### src/sv/hte_ram.sv
// Generic single-write, single-read RAM with a registered read port.
// No dependencies.
`timescale 1ns / 1ps
`default_nettype none

module hte_ram #(
    parameter int DATA_W = 8,
    parameter int DEPTH  = 256
) (
    input  wire logic                     clk,
    input  wire logic                     we,
    input  wire logic [$clog2(DEPTH)-1:0] waddr,
    input  wire logic [DATA_W-1:0]        wdata,
    input  wire logic                     re,
    input  wire logic [$clog2(DEPTH)-1:0] raddr,
    output logic      [DATA_W-1:0]        rdata
);

    logic [DATA_W-1:0] mem [DEPTH];

    always_ff @(posedge clk)
    begin
        if (we)
        begin
            mem[waddr] <= wdata;
        end
        if (re)
        begin
            rdata <= mem[raddr];
        end
    end

endmodule

`default_nettype wire

### config.mk
export PLATFORM = sky130hd
export DESIGN_NAME = hte_ram
export DESIGN_NICKNAME = d
export VERILOG_FILES = /design/src/sv/hte_ram.sv
export SDC_FILE = /design/constraint.sdc
export NUM_CORES = 2
export LEC_CHECK = 0
export BUFFER_PORTS_ARGS = -buffer_cell sky130_fd_sc_hd__buf_2
export CORE_MARGIN = 8
export CORE_UTILIZATION = 40
export DETAILED_ROUTE_END_ITERATION = 10
export MAX_ROUTING_LAYER = met4
export SYNTH_ARGS = -nofsm -noshare
export SYNTH_HDL_FRONTEND = slang
export SYNTH_SLANG_ARGS = --single-unit
### constraint.sdc
create_clock -name clk -period 3.25 [get_ports clk]
set_input_delay 0.1625 -clock clk [delete_from_list [all_inputs] [get_ports clk]]
set_output_delay 0.1625 -clock clk [all_outputs]
set_load 0.005 [all_outputs]
Yosys cells after proc, flatten, opt, wreduce, memory -nomap -nowiden
Memory sizes are Yosys's and may differ from the RTL's. A register that Yosys moved wholly into a read port is not among the register bits.
Index checks and enable logic that the tools add are counted.
{"block": "op_classes", "muxes": 2}
{"op": "1-bit 2-to-1 mux", "n": 2}
{"block": "totals", "register_bits": 0, "ramBits": 2048, "input_bits": 27, "output_inout_bits": 8, "word_cells": 3, "n_memories": 1}
{"name": "mem", "words": 256, "width": 8, "read_ports": 1, "rd_ports_with_merged_regs": 1, "write_ports": 1, "line_no": "19", "source": "logic [DATA_W-1:0] mem [DEPTH];"}

Depth between registers and ports, before layout
{"block": "depth", "depth_word": 2, "ltp_mapped": 11, "ltp_nobuf": 6}

Least setup slack after synthesis
No wires, ideal clock.
{"block": "synth_timing", "kind": "input-to-reg", "startpoint": "input port raddr[0]", "endpoint": "register rdata[2], read port of mem (data pin)", "setup_time_ns": 0.269, "arrival_time_ns": 1.970, "required_time_ns": 2.981, "setup_slack_ns": 1.011, "cell_stages": 9, "path_buffers": 4, "cell_sequence": "buf_6 > buf_12 > buf_8 > buf_2 > mux4_2 > a22oi_1 > a21oi_1 > nor4_1 > nor4_2"}
{"element": "start: declaration", "line_no": "15", "source": "input wire logic [$clog2(DEPTH)-1:0] raddr,"}
{"element": "end: declaration", "line_no": "16", "source": "output logic [DATA_W-1:0] rdata"}

==> results.sh <==
export IMPL_status="complete, no violations"
export IMPL_critical_path_top_delay_family="compound AO/OA/AOI/OAI gates"
export IMPL_hpwlAfterDp_um=129000
export IMPL_io_buffers=34
export IMPL_hold_viol_final=0
export IMPL_vias=40000
export IMPL_synth_edf_count=2056
export IMPL_grt_overflow=0
export IMPL_die_w_um=462
export IMPL_synth_top_area_share=0.775
export IMPL_cts_tree="done"
export IMPL_core_rowCount=163
export IMPL_maxCapViolCount=0
export IMPL_dp_slack_ns=-0.214
export IMPL_drtAntennaViolNets=0
export IMPL_synth_seq_cells=2056
export IMPL_hp_class="primary input to flop"
export IMPL_p_leak_nw=29.0
export IMPL_synthTopCellsByCount="edfxtp_1 (2056), mux4_2 (454), nor2_1 (282)"
export IMPL_ctsResizeCount=0
export IMPL_viasPerCell=5.73
export IMPL_syn_to_final_growth_pct=15.8
export IMPL_r2r_end="rdata[5]$_DFFE_PP_"
export IMPL_fmax_ghz=0.325
export IMPL_drtPass1Iterations=5
export IMPL_grt_pass1_wl_um=293000
export IMPL_cp_arrival_ns=3.63
export IMPL_drt_total_wl_um=204000
export IMPL_synthFlopType="edfxtp_1"
export IMPL_insertion_delay_ns=0.85
export IMPL_coreArea_um2=198000
export IMPL_placement_cell_area_um2=85500
export IMPL_htreeDepth=4
export IMPL_ff2ff_setup_slack_ns=0.18
export IMPL_syn_area_um2=79600
export IMPL_synth_cell_types=54
export IMPL_cts_root_buffer="clkbuf_16"
export IMPL_min_period_ns=3.07
export IMPL_cp_required_ns=3.81
export IMPL_drc=0
export IMPL_place_gp_congestion=0.877
export IMPL_endpoint_kind="flop"
export IMPL_clock_sinks=2056
export IMPL_rr_startpoint="mem[211][5]$_DFFE_PP_"
export IMPL_irDropWorstVdd_mv=0.572
export IMPL_die_y_um=462
export IMPL_initial_core_util=0.403
export IMPL_fin_nets=4195
export IMPL_rsz0062_at_grt="no"
export IMPL_dieArea_um2=214000
export IMPL_critPathKind="flop to flop"
export IMPL_critPathSlowestCell="a221oi_1"
export IMPL_synth_area_leaders="edfxtp_1 (78%), mux4_2 (13%), mux2i_1 (1.7%)"
export IMPL_synth_net_count=3760
export IMPL_yosysWarnings=0
export IMPL_ff2ff_path_depth=7
export IMPL_synth_async_reset_ratio=0
export IMPL_hold_depth=3
export IMPL_power_density_nw_per_um2=600
export IMPL_cts_max_path_buffers=3
export IMPL_syn_inst=3733
export IMPL_worstSetupStartpointType="flop"
export IMPL_yosys_area_top_type="edfxtp_1"
export IMPL_seqCellArea_um2=61700
export IMPL_drive_above_1_share=0.281
export IMPL_multi_input_area_um2=16500
export IMPL_setup_tns_ns=0
export IMPL_path_buf_inv=1
export IMPL_fin_crit_sh=0.945
export IMPL_path_depth=7
export IMPL_worst_pin_slew_ns=1.10
export IMPL_hold_end="mem[157][2]$_DFFE_PP_"
export IMPL_finalWorstSetupSlack_ns=0.177
export IMPL_grt_use_total=0.194
export IMPL_synth_most_common_cell="edfxtp_1"
export IMPL_design_area_um2=92200
export IMPL_finClkSkew_ns=0.0425
export IMPL_setup_viol=0
export IMPL_drt_iter0_drc=4961
export IMPL_grt_start_max_net_pins=118
export IMPL_fill_cells=16300
export IMPL_grt_pass1_vias=39800
export IMPL_slowest_delay_ns=0.69
export IMPL_cts_made_buffers=205
export IMPL_clk_pin_slew_worst_paths_ns=0.06
export IMPL_path_max_fanout=1
export IMPL_crit_chain="mux4_2 > a22o_1 > a221oi_1 > buf_4 > o32ai_1 > nor3_1 > nor4_1"
export IMPL_timing_slew_headroom=0.265
export IMPL_slew_violations=0
export IMPL_finish_utilization=0.466
export IMPL_postSynthAreaPerCell_um2=21.3
export IMPL_grt_antenna_before_repair=15
export IMPL_seq_area_frac_synth=0.775
export IMPL_hold_start="waddr[2]"
export IMPL_avgRoutedWirePerCell_um=29.2
export IMPL_io_pins=35
==> cell families after synthesis <==
logic type,count (synthesis),share of synthesized area
simple gates,466,0.0263
mux,591,0.146
compound gates,385,0.0342
buf+inv,235,0.0183
flops,2056,0.775
==> power breakdown <==
| part | internal [mW] | switching, mW | leakage [nW] |
|---|---|---|---|
| Clock | 13.1 | 10.1 | 3.22 |
| Combinational | 1.04 | 1.79 | 7.32 |
| Sequential | 29.2 | 0.0385 | 18.5 |
| Total | 43.4 | 11.9 | 29.0 |
==> registers in the layout (all words and copies together) (netlist names) <==
signal,cells
mem,2048
rdata,8
==> metrics by stage <==
stage	hold slack, ns	instances	power (mW)
after floorplan	0.261	3733	31.2
after global placement	0.629	6590	32.6
after detailed placement	0.630	6590	32.7
after CTS	0.00797	6980	55.7
after global routing	0.0628	6983	56.8
final	0.0803	6983	55.3
==> final cells by class <==
cell class | count | share of cell area
Sequential cell | 2056 | 0.670
Tap cell | 2640 | 0.0358
Inverter | 2 | 0.0000814
Clock buffer | 246 | 0.0578
Multi-Input combinational cell | 1442 | 0.179
Clock inverter | 133 | 0.0137
Antenna cell | 3 | 0.0000814
Timing Repair Buffer | 461 | 0.0438
==> how the worst max path moves through the flow <==
stage,from,end,slack (ns)
after floorplan,raddr[0],rdata[2]$_DFFE_PP_,1.01
after global placement,raddr[0],rdata[4]$_DFFE_PP_,-0.23
after detailed placement,raddr[0],rdata[4]$_DFFE_PP_,-0.21
after CTS,mem[211][5]$_DFFE_PP_,rdata[5]$_DFFE_PP_,0.15
after global routing,mem[211][5]$_DFFE_PP_,rdata[5]$_DFFE_PP_,0.13
final,mem[211][5]$_DFFE_PP_,rdata[5]$_DFFE_PP_,0.18
==> metal layers <==
metal,GRT usage,share of wire,wire [um],vias up
met5,-,0,0,-
met4,0.0496,0.025,5190,0
met3,0.0322,0.075,15300,307
met2,0.297,0.47,96600,1644
met1,0.274,0.43,86900,21500
li1,-,-,-,16600
==> cell usage in the layout (no fill, tap or decap), types with 33 or more instances in the layout <==
cell type	count
clkbuf_16	207
clkbuf_1	39
edfxtp_1	2056
nor2_1	279
a22oi_1	133
buf_4	376
nand2_1	33
buf_12	42
clkinv_1	47
a21oi_1	96
clkinv_2	45
mux4_2	454
o221ai_1	46
mux2i_1	134
==> timing repair <==
item,CTS,global route
endpoints found under the hold margin,701,0
buffers inserted,0,0
hold buffers,11,0
==> worst register-to-register path, stage by stage (launching register included) <==
cell	delay, ns
edfxtp_1	0.36
mux4_2	0.47
a22o_1	0.24
a221oi_1	0.69
buf_4	0.25
o32ai_1	0.14
nor3_1	0.52
nor4_1	0.12
Power figures use the tool's default switching activity.
