<file path="src/sv/hte_pkg.sv">
// Shared types and constants for the table-driven Huffman encoder.
// Used by hte_pack, hte_out and huffman_table_encoder_core; no dependencies.
`timescale 1ns / 1ps
`default_nettype none

package hte_pkg;

    localparam int DEF_MAX_CODE_LEN = 32;
    localparam int DEF_SYMBOL_COUNT = 256;

    localparam int CODE_WORD_W = 32;
    localparam int CODE_LEN_W  = 6;
    localparam int BYTE_W      = 8;
    localparam int MAX_BYTES   = 4;
    localparam int BURST_W     = MAX_BYTES * BYTE_W;
    localparam int BIT_CNT_W   = 3;
    localparam int BYTE_CNT_W  = 3;

    localparam logic [1:0] REQ_LOAD   = 2'd0;
    localparam logic [1:0] REQ_ENCODE = 2'd1;
    localparam logic [1:0] REQ_FLUSH  = 2'd2;

    // Bytes completed by one request, first byte in the top bits.
    typedef struct packed {
        logic [BURST_W-1:0]    bytes;
        logic [BYTE_CNT_W-1:0] count;
        logic [BIT_CNT_W-1:0]  pad;
    } hte_burst_t;

endpackage

`default_nettype wire

</file>
<file path="src/sv/hte_out.sv">
// Output holding register: takes a burst of up to four bytes and hands
// them out one per request. Depends on hte_pkg.
`timescale 1ns / 1ps
`default_nettype none

module hte_out (
    input  wire logic                             clk,
    input  wire logic                             rst_n,
    input  wire logic                             load,
    input  wire hte_pkg::hte_burst_t              burst,
    output logic                                  free,
    output logic                                  out_valid,
    input  wire logic                             out_stall,
    output logic [hte_pkg::BYTE_W-1:0]            out_byte,
    output logic [hte_pkg::BIT_CNT_W-1:0]         pad_bits,
    output logic                                  last
);

    import hte_pkg::*;

    logic [BURST_W-1:0]    hold_reg;
    logic [BYTE_CNT_W-1:0] cnt_reg;
    logic [BIT_CNT_W-1:0]  pad_reg;
    logic                  take;

    assign out_valid = (cnt_reg != '0);
    assign take      = out_valid && !out_stall;
    assign free      = (cnt_reg == '0) || ((cnt_reg == BYTE_CNT_W'(1)) && take);
    assign out_byte  = hold_reg[BURST_W-1:BURST_W-BYTE_W];
    assign pad_bits  = pad_reg;
    assign last      = (cnt_reg == BYTE_CNT_W'(1));

    always_ff @(posedge clk or negedge rst_n)
    begin
        if (!rst_n)
        begin
            cnt_reg <= '0;
        end
        else if (load)
        begin
            cnt_reg <= burst.count;
        end
        else if (take)
        begin
            cnt_reg <= cnt_reg - BYTE_CNT_W'(1);
        end
    end

    always_ff @(posedge clk)
    begin
        if (load)
        begin
            hold_reg <= burst.bytes;
            pad_reg  <= burst.pad;
        end
        else if (take)
        begin
            hold_reg <= hold_reg << BYTE_W;
        end
    end

endmodule

`default_nettype wire

</file>
<file path="config.mk">
export PLATFORM = sky130hd
export DESIGN_NAME = hte_out
export DESIGN_NICKNAME = d
export VERILOG_FILES = /design/src/sv/hte_pkg.sv /design/src/sv/hte_out.sv
export SDC_FILE = /design/constraint.sdc
export NUM_CORES = 1
export LEC_CHECK = 0
export BUFFER_PORTS_ARGS = -buffer_cell sky130_fd_sc_hd__buf_2
export CAP_MARGIN = 15
export CORE_MARGIN = 4
export CORE_UTILIZATION = 30
export DETAILED_ROUTE_END_ITERATION = 8
export PLACE_DENSITY = 0.52
export SLEW_MARGIN = 5
export SYNTH_ARGS = -nofsm -noshare
export SYNTH_HDL_FRONTEND = slang
export SYNTH_SLANG_ARGS = --single-unit
</file>
<file path="constraint.sdc">
create_clock -name clk -period 1.7 [get_ports clk]
set_input_delay 0.17 -clock clk [delete_from_list [all_inputs] [get_ports clk]]
set_output_delay 0.17 -clock clk [all_outputs]
set_load 0.05 [all_outputs]
</file>
Yosys cells after proc, flatten, opt, wreduce, memory -nomap -nowiden --
Index checks and enable logic that the tools add are counted.
Operators by class: $add $sub $neg 1, order comparisons 0, reduce and logical (&&, ||, !) cells 7, equal/unequal tests 1, mux-type cells 4, bitwise logic cells 0, shift operators 0, $mul 0, divide/modulo/power cells 0
Operators by type and width (number):
- 2-to-1 mux 32 bit | 2
- 2-to-1 mux 3 bit | 2
- == test 3 x 1 -> 1 bit (second input constant) | 1
- zero test 3 bit | 1
- nonzero test 3 bit | 1
- subtractor 3 x 1 -> 3 bit (second input constant) | 1
- logical AND 1 bit | 2
- nonzero test 2 bit | 1
- zero test 1 bit | 1
- logical OR 1 bit | 1
Word-level totals: bits of input ports 42, memory bits (read-only) 0, output and inout bits 14, bits in registers 38, bits in latches 0, memories 0, word-level logic and storage cells 16, RAM bits 0

Logic depth before layout (Yosys ltp) --
word-level depth 4, mapped depth 5, depth with buffers taken out 5

Worst setup path after synthesis --
No wires, ideal clock.
path type flip-flop to output port, from reg cnt_reg[1], to out free, cell stages (with the launch flop) 5, path buffers 0, path slack -0.201 ns, data arrival time 1.731 ns, cells stage by stage dfrtp_1 inv_1 ha_1 nand2b_1 o21ai_0
Between the ends: cells in the longest elaborated chain, start to end 4, elaborated cells on any way between the ends 6, those cells by class eq/ne: 1; reduce/logical: 5
Ends and longest elaborated chain:
- start: declaration | RTL line hte_out.sv:22 | logic [BYTE_CNT_W-1:0] cnt_reg;
- start signal: assignment | RTL line hte_out.sv:41 | cnt_reg <= burst.count;
- start signal: assignment | RTL line hte_out.sv:45 | cnt_reg <= cnt_reg - BYTE_CNT_W'(1);
- nonzero test 3 bit | RTL line hte_out.sv:26 | assign out_valid = (cnt_reg != '0);
- logical AND 1 bit | RTL line hte_out.sv:27 | assign take = out_valid && !out_stall;
- logical AND 1 bit | RTL line hte_out.sv:28 | assign free = (cnt_reg == '0) || ((cnt_reg == BYTE_CNT_W'(1)) && take);
- logical OR 1 bit * | RTL line hte_out.sv:28
- end: declaration | RTL line hte_out.sv:11 | output logic free,
Every way passes the cells marked *; elsewhere a longest branch is shown, timed or not.

Final worst setup path --
from reg cnt_reg[0], to out last
Between the ends: cells in the longest elaborated chain, start to end 1
Ends and longest elaborated chain:
- == test 3 x 1 -> 1 bit | RTL line hte_out.sv:31 | assign last = (cnt_reg == BYTE_CNT_W'(1));
- end: declaration | RTL line hte_out.sv:16 | output logic last
No other way between the ends.

==> out/metrics.csv <==
stage;metric;value;unit
timing;worst slew pin tran;281;ps
floorplan;Die ar.;6860;um^2
synth;Top FF cell, synth;edfxtp_1;
critical_path;crit start category;flip-flop;
final_layout;nets;211;
timing;Worst slew margin;81.0;%
critical_path;family with the most delay on the worst path;buffers and inverters;
synth;EDFF count, synth;35;
global_routing;number of global-route vias before repair;1077;
synth;leading cell types by count after synthesis;edfxtp_1, mux2_2, and2_1, buf_4;
global_routing;antenna violations before repair;0;
floorplan;Initial Util;31.9;%
power_and_ir_drop;Pleak;0.000911;uW
timing;Fmax achieved;615;MHz
placed_design;PortBufs;55;
critical_path;CP max stage delay;400;ps
synth;FF+latch count, synth;38;
global_routing;first-pass GRT wire length;4.95;mm
timing;min cycle time layout;1630;ps
timing;max-slew violations;0;
clocking;root buffer cell;clkbuf_8;
global_routing;GRT Util Overall;9.19;%
synth;Netlist Area Pre-Place;1680;um^2
final_layout;final std cells w/o fill;237;
critical_path;Crit path top cell by count;buf_4;
clocking;H-tree depth;2;
floorplan;Die Span X;82.8;um
synth;most frequent cell after synthesis;edfxtp_1;
floorplan;area of the core;5270;um^2
final_layout;share of layout cells above drive strength 1;60.5;%
placed_design;Final HPWL DP;2.32;mm
global_routing;total grt overflow;0;
job;maximum capacitance violations;0;
critical_path;crit end category;primary output;
clocking;Worst-Skew Late Latency;280;ps
drt;DRC Markers;0;
drt;ANT nets after route;0;
floorplan;Die H;82.8;um
drt;number of detailed-route iterations in the first pass;2;
outcome;status;finished, final reports clean;
power_and_ir_drop;Sw Ratio;25.6;%
timing;fin worst setup slack;73.2;ps
min_path;Tightest Hold Check Type;input port to flip-flop;
drt;Vias;991;
placed_design;pre-CTS WS;5.83;ps
placed_design;Final Wtd Congestion;0.688;
critical_path;worst path cell trace;buf_4, buf_4, ha_1, nand2b_1, inv_1, buf_4;
power_and_ir_drop;P_sw;612;uW
synth;Async SR Flop Fraction;7.89;%
synth;Avg Cell Area, Syn;15.9;um^2
timing;Hold Vio Cnt, Final;0;
final_layout;max FFs per register;32;
final_layout;Layout Area Growth over Synthesis;30.3;%
synth;syn_nets;151;
timing;Clock Skews;4.46;ps
placed_design;Placed Cells;225;
drt;initial DRC count;22;
power_and_ir_drop;Clk network pwr share;30.9;%
floorplan;top-level I/O count;56;
floorplan;FP Rows;26;
synth;top cell type's share of synthesized area;62.5;%
power_and_ir_drop;Seq pwr share;49.4;%
synth;largest area contributor in the netlist;edfxtp_1;
drt;Routed WL per cell;13.1;um
critical_path;CP Buf/Inv Count;4;
global_routing;largest net degree at the start of global routing;17;
clocking;Clk pin slew, worst setup/hold paths;70;ps
power_and_ir_drop;combinational share of power;19.7;%
critical_path;CP max stage cell;dfrtp_1;
clocking;CTS tree;built;
synth;Synth warnings;0;
power_and_ir_drop;internal power contribution;1780;uW
synth;Synth area leaders;edfxtp_1, mux2_2, dfrtp_1;
final_layout;Fillers;506;
synth;sequential fraction of the synthesis area;67.0;%
timing;Setup Viol. Count Final;0;
drt;vias per inst;4.18;
critical_path;worst setup path class;flip-flop to primary output;
synth;Syn Inst Count;106;
clocking;CTS max path bufs;2;
timing;fin crit share;95.7;%
drt;total wire length;3.12;mm
clocking;total CTS buffers;5;
final_layout;diodes inserted;0;
critical_path;data arrival time of the critical path;1460;ps
power_and_ir_drop;PwrDens;1090;nW/um^2
synth;Netlist cell types;19;
power_and_ir_drop;largest vdd supply drop;0.373;mV
critical_path;Max Fanout on Critical Path;3;
critical_path;critical path required time;1530;ps
clocking;clock sink count;38;
[placed cells by master, fill, tap and decap left out, types with 2 or more instances in the layout]
cell	netlist	routed
and2_1	8	8
dfrtp_1	3	3
edfxtp_1	35	35
nand2b_1	3	3
or4_1	2	2
buf_2	4	52
inv_1	4	2
or2_4	0	2
inv_2	0	2
nand2_1	3	3
ha_1	3	2
mux2_2	24	24
clkbuf_8	0	5
buf_4	8	10
[layout make-up]
type / instances / area, um^2 / share of cell area [%]
clock inverter: 2 / 37.5 / 1.71
sequential: 38 / 1130 / 51.4
tap: 70 / 87.6 / 4.00
timing repair buffer: 64 / 357 / 16.3
multi-input combinational: 53 / 494 / 22.6
clock buffer: 6 / 72.6 / 3.31
inverter: 4 / 15.0 / 0.686
[per-layer routing]
| metal | wire (um) | track usage (%) | vias up |
|---|---|---|---|
| li1 | - | - | 501 |
| met4 | 83 | 4.31 | 0 |
| met5 | 0 | 0 | - |
| met2 | 1560 | 15.3 | 35 |
| met3 | 226 | 4.75 | 10 |
| met1 | 1250 | 9.57 | 445 |
[final timing paths]
| kind | from | to | slack [ps] | cells past startpoint |
|---|---|---|---|---|
| max reg2reg | cnt_reg[0] | hold_reg[25] | 190 | 5 |
| min in group asynchronous | rst_n | cnt_reg[2] | 220 | 2 |
| min | burst[0] | pad_bits[0] | 60 | 1 |
| max in group asynchronous | rst_n | cnt_reg[0] | 1370 | 2 |
| min reg2reg | hold_reg[6] | hold_reg[14] | 550 | 1 |
| max | cnt_reg[0] | last | 70 | 6 |
[power groups by stage]
stage	Combinational, uW	Clock [uW]	Sequential (uW)
4_1_cts	455	764	1180
3_3_place_gp	422	0	1200
2_1_floorplan	309	0	1210
6_report	472	738	1180
5_1_grt	506	813	1190
3_5_place_dp	435	0	1200
[timing repair]
item / 4_1_cts / 5_1_grt
resized for setup: 5 / 7
hold buffers: 1 / 0
cloned: 1 / 0
endpoints found under the hold margin: 3 / 0
pin swaps: 0 / 1
setup endpoints to repair: 34 / 34
setup buffers: 0 / 2
[kinds of logic (layout without fill, tap and decap cells)]
kind of cell    count (synthesis)  after routing  synth area share (%)
simple gates                   20             21                  7.15
flops                          38             38                  67.0
compound gates                  5              5                  1.86
fa+ha+maj                       3              3                  2.23
buf+inv                        16             76                  5.66
mux                            24             24                  16.1
[stage by stage]
step                      hold slack, ps  utilization [%]  power (uW)  TNS (ps)  cell area, um^2
after global placement             -33.1             38.2        1620         0             2010
after global routing                44.0             41.5        2510     -6.21             2190
final                               64.0             41.5        2390         0             2190
after CTS                           50.9             40.9        2400         0             2150
after detailed placement           -30.3             38.2        1640         0             2010
after floorplan                     -126                -        1520         0             1690
Note: power is estimated with default switching activity, not from simulation.
