File: config.mk
export PLATFORM = sky130hd
export DESIGN_NAME = hte_pack
export DESIGN_NICKNAME = d
export VERILOG_FILES = /design/src/sv/hte_pkg.sv /design/src/sv/hte_pack.sv
export SDC_FILE = /design/constraint.sdc
export NUM_CORES = 1
export LEC_CHECK = 0
export BUFFER_PORTS_ARGS = -buffer_cell sky130_fd_sc_hd__buf_4
export CAP_MARGIN = 0
export CORE_MARGIN = 8
export CORE_UTILIZATION = 50
export CTS_BUF_LIST = sky130_fd_sc_hd__clkbuf_8
export DETAILED_ROUTE_END_ITERATION = 6
export HOLD_SLACK_MARGIN = 0.06
export PLACE_DENSITY = 0.72
export SYNTH_ARGS = -nofsm -noshare
export SYNTH_HDL_FRONTEND = slang
export SYNTH_SLANG_ARGS = --single-unit
File: constraint.sdc
create_clock -name clk -period 7.8 [get_ports clk]
set_input_delay 1.56 -clock clk [delete_from_list [all_inputs] [get_ports clk]]
set_output_delay 1.56 -clock clk [all_outputs]
set_load 0.1 [all_outputs]
File: src/sv/hte_pkg.sv
// Shared types and constants for the table-driven Huffman encoder.
// Used by hte_pack, hte_out and huffman_table_encoder_core; no dependencies.
`timescale 1ns / 1ps
`default_nettype none

package hte_pkg;

    localparam int DEF_MAX_CODE_LEN = 32;
    localparam int DEF_SYMBOL_COUNT = 256;

    localparam int CODE_WORD_W = 32;
    localparam int CODE_LEN_W  = 6;
    localparam int BYTE_W      = 8;
    localparam int MAX_BYTES   = 4;
    localparam int BURST_W     = MAX_BYTES * BYTE_W;
    localparam int BIT_CNT_W   = 3;
    localparam int BYTE_CNT_W  = 3;

    localparam logic [1:0] REQ_LOAD   = 2'd0;
    localparam logic [1:0] REQ_ENCODE = 2'd1;
    localparam logic [1:0] REQ_FLUSH  = 2'd2;

    // Bytes completed by one request, first byte in the top bits.
    typedef struct packed {
        logic [BURST_W-1:0]    bytes;
        logic [BYTE_CNT_W-1:0] count;
        logic [BIT_CNT_W-1:0]  pad;
    } hte_burst_t;

endpackage

`default_nettype wire

File: src/sv/hte_pack.sv
// MSB-first bit packer: holds the partial byte and merges one code into it.
// Depends on hte_pkg.
`timescale 1ns / 1ps
`default_nettype none

module hte_pack (
    input  wire logic                               clk,
    input  wire logic                               rst_n,
    input  wire logic                               go,
    input  wire logic                               is_flush,
    input  wire logic [hte_pkg::CODE_WORD_W-1:0]    code,
    input  wire logic [hte_pkg::CODE_LEN_W-1:0]     clen,
    output hte_pkg::hte_burst_t                     burst
);

    import hte_pkg::*;

    localparam int WIN_W = BURST_W + BYTE_W;

    logic [BYTE_W-1:0]    bit_buffer_reg, bit_buffer_next;
    logic [BIT_CNT_W-1:0] bit_count_reg, bit_count_next;

    logic [WIN_W-1:0]      code_ext;
    logic [WIN_W-1:0]      aligned;
    logic [WIN_W-1:0]      window;
    logic [WIN_W-1:0]      rest;
    logic [CODE_LEN_W-1:0] total;
    logic [BYTE_CNT_W-1:0] nbytes;

    always_comb
    begin
        // Put the first code bit at the top of the window, then slide it
        // below the bits already waiting in the buffer.
        code_ext = {code, {BYTE_W{1'b0}}};
        aligned  = code_ext << (CODE_LEN_W'(CODE_WORD_W) - clen);
        window   = {bit_buffer_reg, {BURST_W{1'b0}}} | (aligned >> bit_count_reg);
        total    = CODE_LEN_W'(bit_count_reg) + clen;
        nbytes   = total[CODE_LEN_W-1:BIT_CNT_W];
        rest     = window << {nbytes, 3'b000};

        if (is_flush)
        begin
            burst.bytes     = {bit_buffer_reg, {(BURST_W-BYTE_W){1'b0}}};
            burst.count     = (bit_count_reg != '0) ? BYTE_CNT_W'(1) : '0;
            burst.pad       = BIT_CNT_W'(4'd8 - {1'b0, bit_count_reg});
            bit_buffer_next = '0;
            bit_count_next  = '0;
        end
        else
        begin
            burst.bytes     = window[WIN_W-1:BYTE_W];
            burst.count     = nbytes;
            burst.pad       = '0;
            bit_buffer_next = rest[WIN_W-1:BURST_W];
            bit_count_next  = total[BIT_CNT_W-1:0];
        end
    end

    always_ff @(posedge clk or negedge rst_n)
    begin
        if (!rst_n)
        begin
            bit_buffer_reg <= '0;
            bit_count_reg  <= '0;
        end
        else if (go)
        begin
            bit_buffer_reg <= bit_buffer_next;
            bit_count_reg  <= bit_count_next;
        end
    end

endmodule

`default_nettype wire

After elaboration in Yosys (flattened, before gate mapping). Index checks and enable logic that the tools add are counted.

Shifts and indexed selects: 3. Muxes and demuxes: 4. $add $sub $neg: 3. Bitwise gates (word level): 1. Reductions and logical operators: 1.

Operator list (count): 40-bit by 6-bit left shift with 40-bit output (2); 40-bit OR (1); 40-bit by 3-bit >> shifter with 40-bit output (1); 38-bit 2-to-1 mux (1); 8-bit 2-to-1 mux (1); 3-bit by 6-bit adder with 6-bit output (1); 6-bit subtractor, first input constant (1); 3-bit 2-to-1 mux (1); 3-bit nonzero test (1); 1-bit by 3-bit subtractor with 3-bit output, first input constant (1); 1-bit 2-to-1 mux (1).

Logic and storage cells: 14. Register bits: 11. Output and inout port bits: 38.

Depth between registers and ports, before layout. Gate-level depths: netlist of the first run.

Word-level depth: 6. Mapped depth: 18. Depth with buffers taken out: 11.

Worst setup path after synthesis of the first run. No wires, ideal clock.

Path kind: input-to-output. Start: input port clen[0] in the netlist's numbering. End: output port burst[28] in the netlist's numbering. Stages: 16. Buffers on the path: 6. Arrival time: 7637 ps. Slack: -1397 ps. Cells stage by stage: buf_2 > buf_6 > inv_2 > buf_4 > buf_2 > ha_1 > or3b_1 > or4b_4 > and2_4 > buf_6 > clkbuf_1 > a31o_2 > and2_1 > mux2i_1 > nor3_1 > nor4_1.

RTL lines: from (decl) (RTL line hte_pack.sv:12) `input wire logic [hte_pkg::CODE_LEN_W-1:0] clen,`; to (decl) (RTL line hte_pack.sv:13) `output hte_pkg::hte_burst_t burst`.

==> flow_summary.ini, run 1 <==
[clock_tree]
cts_setup_buffers = 0
ctsHoldBuffers = 0
cts_num_sinks = 11
numCtsBuffers = 3
htree_num_levels = 1
cts_max_path_buffers = 2
clockRootBuffer = clkbuf_8
clkTransAtPathRegs_ps = 60
cts_resized = 0
cts_tree = done
clock_latency_ps = 260

[floorplanning]
core_area_um2 = 10200
die_y_um = 118
rows = 37
io_pins = 80
die-area_um2 = 13900
start_util_pct = 50.8
die_width_um = 118

[routing]
first_iter_violations = 834
drt-total-wl_mm = 20.2
via_per_inst = 7.17
route.detailed.drc = 21
drtPass1Iterations = 7
wl_per_cell_um = 23.8
num_vias = 6083
ant_nets = 0

[grt]
grt_overflow = 0
grtUsageTotal_pct = 27.6
use_met3_pct = 6.67
grt_pass1_wl_mm = 31.7
grtUsageMet1_pct = 37.7
antenna_found_initial = 0
grt-busiest-layer = met2
grt_pass1_vias = 5741
met2_usage_pct = 42.6
grt_start_max_net_pins = 58

[final_layout]
largest_reg_flops = 8
layout-drive-gt1-share_pct = 27.8
fin_nets = 762
num_antenna_cells = 0
syn_to_final_growth_pct = 13.8
fill_cells = 984

[power_and_ir_drop]
ir_drop_v = 0.000124
cellLeakagePower_nw = 2.32
p_total_mw = 1.10
power_density_nw_per_um2 = 187

[critical_path]
path_max_fanout = 54
cp.required_ps = 6240
cp_cell_sequence = buf_4, inv_1, ha_2, buf_12, mux4_2, nand2_1, o21ai_1, a222oi_1, o22ai_1, mux2_2, mux4_2, and2_1, buf_4
critPathLaunchType = input pin
critPathCaptureType = output pin
ff2ff_path_depth = 13
cp_slowest_cell = a222oi_1
cpPeakStageDelay_ps = 920
arrival_ps = 5740
worst-setup-path-type = in -> out

[logic_synthesis]
async_reset_ff_share_pct = 100
netlist_instances = 678
ys_types = 80
ys_seq_area_share_pct = 5.32
syn_area_um2 = 5180
yosys_warnings = 0
ys_ff_latch = 11
avgSynthCellArea_um2 = 7.63
synthesis.nets = 727
synth_edf_count = 0
ys.flop_type = dfrtp_1

[place]
place_congestion = 1.00
port_buffers = 79
dp_worst_setup_slack_ps = 668
hpwlAfterDp_mm = 15.6

[timing]
setup_ws_ps = 502
setup_viol = 0
grt_setup_unrepaired = false
timing.final.crit_period_ps = 7300
drv_slew = 0
fmax_mhz = 137
worst_pin_slew_ps = 1070
hold_violations = 0
clock_skew_ps = 9.58
fin_crit_sh_pct = 93.6
maxSlewHeadroom_pct = 27.1

[run_status]
failed_checks = design-rule violations
status = finished, violations left

[run]
drv_cap = 0

[min_path]
hp-class = reg -> reg
min_path_cells = 1
## layout make-up
cell class	count	area [µm²]	area share, %
clock buffers	3	41.3	0.701
flip-flops and latches	11	275	4.67
repair buffers	93	711	12.1
inverters	10	37.5	0.637
multi-input cells	594	4650	79.0
clock inverters	1	3.75	0.0637
well taps	136	170	2.89
## cell usage after synthesis, drive strengths merged (4+ instances only)
| library cell | number | share of area [%] |
|---|---|---|
| a211oi | 16 | 2.3 |
| or3 | 8 | 0.97 |
| mux4 | 34 | 15 |
| a21boi | 8 | 1.2 |
| xnor2 | 5 | 0.85 |
| mux2i | 51 | 9.9 |
| o22ai | 5 | 0.60 |
| dfrtp | 11 | 5.3 |
| o211a | 6 | 1.2 |
| buf | 21 | 2.4 |
| inv | 8 | 0.58 |
| or2 | 8 | 0.97 |
| mux2 | 32 | 7.0 |
| nor3 | 30 | 2.9 |
| a21o | 8 | 1.2 |
| nand4 | 6 | 0.73 |
| o31a | 4 | 0.68 |
| and2 | 15 | 1.9 |
| a21oi | 36 | 3.5 |
| nor4 | 8 | 1.3 |
| nand2b | 7 | 0.85 |
| o31ai | 13 | 2.0 |
| a222oi | 4 | 0.77 |
| nand2 | 48 | 3.5 |
| ha | 6 | 1.5 |
| nor2 | 68 | 4.9 |
| clkbuf | 42 | 3.1 |
| o21a | 5 | 0.73 |
| nor2b | 4 | 0.48 |
| a32o | 4 | 0.77 |
| a22oi | 8 | 1.2 |
| nand3 | 22 | 2.1 |
| a221oi | 10 | 1.8 |
| xor2 | 4 | 0.68 |
| a31oi | 7 | 0.85 |
| o21bai | 4 | 0.58 |
| o2bb2ai | 4 | 0.68 |
| o21ai | 43 | 4.2 |
## power by group
group / total, mW / switching [mW] / leakage, nW / internal [mW]
combinational: 0.967 / 0.667 / 2.14 / 0.299
clock: 0.0622 / 0.0273 / 0.0269 / 0.0349
sequential: 0.0705 / 0.00529 / 0.147 / 0.0653
total: 1.10 / 0.700 / 2.32 / 0.400
## final timing paths
check / end / slack (ps) / startpoint
min: bit_buffer_reg[0]$_DFFE_PN0P_ / 550 / bit_buffer_reg[0]$_DFFE_PN0P_
max in group asynchronous: bit_count_reg[0]$_DFFE_PN0P_ / 6500 / rst_n
min in group asynchronous: bit_count_reg[2]$_DFFE_PN0P_ / 1130 / rst_n
max: burst[29] / 500 / clen[1]
min reg2reg: bit_buffer_reg[0]$_DFFE_PN0P_ / 550 / bit_buffer_reg[0]$_DFFE_PN0P_
max reg2reg: bit_buffer_reg[2]$_DFFE_PN0P_ / 4330 / bit_count_reg[1]$_DFFE_PN0P_
## cells in the final DEF (no fill, tap or decap), types with 4 or more instances in the layout
master	n
buf_4	92
nor2_1	65
mux2i_1	51
nand2_1	47
o21ai_0	41
a21oi_1	35
mux4_2	34
mux2_2	32
nor3_1	27
nand3_1	22
and2_1	14
o31ai_1	12
a211oi_1	11
dfrtp_1	11
a221oi_1	9
inv_1	8
a21o_1	8
or3_1	8
a22oi_1	8
a21boi_0	8
nand2b_1	7
a31oi_1	7
nor4_1	6
or2_2	6
o211a_1	6
nand4_1	6
xnor2_1	5
a211oi_2	5
o21a_1	5
o22ai_1	5
ha_1	5
o31a_1	4
nor2b_1	4
a32o_1	4
a222oi_1	4
o2bb2ai_1	4
## routing by layer
layer,vias to the layer above,wire [µm]
met5,-,0
met2,384,9090
met4,0,400
li1,2744,-
met1,2919,8210
met3,36,2520
## critical path: cells and delay by family
kind            cells  cell delay (ps)
simple gates        2              260
mux                 3             1270
buf+inv             4              750
compound gates      3             1460
fa+ha+maj           1              400
## cells by family (layout without fill, tap and decap cells)
family                   count (synthesis)  after routing  synth area share (%)
multiplexers                           117            117                  31.6
buffers and inverters                   73            107                  6.21
AO/OA/AOI/OAI                          221            221                  30.3
XOR/XNOR                                 9              9                  1.52
adder cells (fa/ha/maj)                  7              7                  1.84
AND/OR/NAND/NOR                        240            240                  23.2
flip-flops                              11             11                  5.32
## stage by stage
step | TNS [ps] | area, µm² | hold WS [ps] | utilization, % | instances
after global routing | 0 | 5890 | 579 | 57.8 | 848
after CTS | 0 | 5890 | 542 | 57.8 | 848
final | 0 | 5890 | 550 | 57.8 | 848
after global placement | 0 | 5840 | 511 | 57.4 | 844
after floorplan | -236 | 5240 | 479 | - | 678
after detailed placement | 0 | 5840 | 528 | 57.4 | 844
No activity file was read; power rests on OpenSTA's default activity.
==> run 2: changes to the inputs <==
--- a/config.mk
+++ b/config.mk
@@ -7,7 +7,7 @@
 export LEC_CHECK = 0
 export BUFFER_PORTS_ARGS = -buffer_cell sky130_fd_sc_hd__buf_4
 export CAP_MARGIN = 0
-export CORE_MARGIN = 8
+export CORE_MARGIN = 10
 export CORE_UTILIZATION = 50
 export CTS_BUF_LIST = sky130_fd_sc_hd__clkbuf_8
 export DETAILED_ROUTE_END_ITERATION = 6
==> run 2 against run 1 <==
Effect of this change:
- the flow now finishes without violations
- critical path depth increased by 1
- sequential power about the same
- cell count increased by 0.35%
- non-clock buffer count increased by 3
==> flow_summary.ini, run 2 (synthesis gave the netlist of run 1 again) <==
[routing]
first_iter_violations = 1045
ant_nets = 0
num_vias = 6169
drt-total-wl_mm = 21.4
drtPass1Iterations = 6
route.detailed.drc = 0
via_per_inst = 7.25
wl_per_cell_um = 25.1

[timing]
grt_setup_unrepaired = false
hold_violations = 0
timing.final.crit_period_ps = 7140
clock_skew_ps = 3.93
setup_ws_ps = 658
fmax_mhz = 140
hold_ws_ps = 530
fin_crit_sh_pct = 91.6
maxSlewHeadroom_pct = 32.0
finalSetupTns_ps = 0
drv_slew = 0
setup_viol = 0
worst_pin_slew_ps = 994

[clock_tree]
clock_latency_ps = 250
cts_num_sinks = 11
clkTransAtPathRegs_ps = 60
ctsHoldBuffers = 0
clockRootBuffer = clkbuf_8
cts_setup_buffers = 0
htree_num_levels = 1
numCtsBuffers = 3
cts_tree = done
cts_max_path_buffers = 2
cts_resized = 0

[min_path]
holdPathEnd = bit_buffer_reg[0]$_DFFE_PN0P_
hp-class = reg -> reg
min_path_cells = 1
min_from = bit_buffer_reg[0]$_DFFE_PN0P_

[run_status]
status = complete, no violations

[floorplanning]
die_width_um = 122
io_pins = 80
rows = 37
start_util_pct = 50.8
die_y_um = 122
die-area_um2 = 14800
core_area_um2 = 10200

[run]
drv_cap = 0

[final_layout]
design_area_um2 = 5910
fin_util_pct = 58.0
fill_cells = 983
num_antenna_cells = 0
syn_to_final_growth_pct = 14.2
layout_common_cells = buf_4, nor2_1, mux2i_1, nand2_1, o21ai_0
layout-drive-gt1-share_pct = 28.1
layout_commonest_cell = buf_4
fin_nets = 765
stdcell_count = 851
largest_reg_flops = 8

[grt]
grt_overflow = 0
grt_pass1_vias = 5815
grtUsageTotal_pct = 27.9
grt_start_max_net_pins = 58
antenna_found_initial = 1
grt_pass1_wl_mm = 33.3

[critical_path]
cp.buffers_inverters = 4
cp.required_ps = 6240
cp_cell_sequence = buf_4, inv_1, ha_2, buf_12, mux2_2, nor3_1, nor4_1, a221oi_1, o22ai_1, mux2_2, a22oi_1, a21oi_1, or2_2, buf_4
ff2ff_path_depth = 7
worst-setup-path-type = in -> out
cpPeakStageDelay_ps = 790
timing.rr.end = bit_buffer_reg[5]$_DFFE_PN0P_
critPathCaptureType = output pin
crit_family = compound AO/OA/AOI/OAI gates
reg2reg_setup_slack_ps = 4240
critPathLaunchType = input pin
cp_slowest_cell = a221oi_1
path_max_fanout = 54
reg2reg_from = bit_count_reg[1]$_DFFE_PN0P_
arrival_ps = 5580

[place]
port_buffers = 79
dpl_cell_area_um2 = 5870
dpl.cell_count = 847
place_congestion = 1.03
hpwlAfterDp_mm = 16.6
dp_worst_setup_slack_ps = 819

[power_and_ir_drop]
power_density_nw_per_um2 = 188
p_total_mw = 1.11
cellLeakagePower_nw = 2.33
ir_drop_v = 0.000153
run 2: cell count changes in the layout (fill, tap and decap cells not counted), sizes merged:
cell | previous run | this run
buf | 93 | 96
run 2: report_power, final:
part           total [mW]  switching [mW]  internal (mW)
logic               0.981           0.679          0.302
registers          0.0707         0.00540         0.0653
clock network      0.0598          0.0250         0.0348
total                1.11           0.709          0.402
run 2: routing by layer:
metal	track usage, %	vias to the layer above	wire length (µm)	part of all wire, %
li1	-	2743	-	-
met5	0	-	0	0
met3	7.63	46	2850	13
met4	6.04	0	455	2.1
met1	38.1	2957	8440	40
met2	42.7	423	9620	45
run 2: worst max path at each step:
stage	start	to	slack, ps	cells after the start
finish	clen[1]	burst[33]	660	14
global route	clen[1]	burst[33]	480	14
CTS	clen[1]	burst[33]	790	14
detailed placement	clen[1]	burst[29]	820	13
global placement	clen[1]	burst[29]	860	13
floorplan	clen[0]	burst[28]	-240	16
run 2: area by class of cell:
cell class              count  area (µm²)  area share [%]
multi-input cells         594        4650            78.7
repair buffers             96         733            12.4
clock buffers               3        41.3           0.698
well taps                 136         170            2.88
inverters                  10        37.5           0.635
flip-flops and latches     11         275            4.66
clock inverters             1        3.75          0.0635
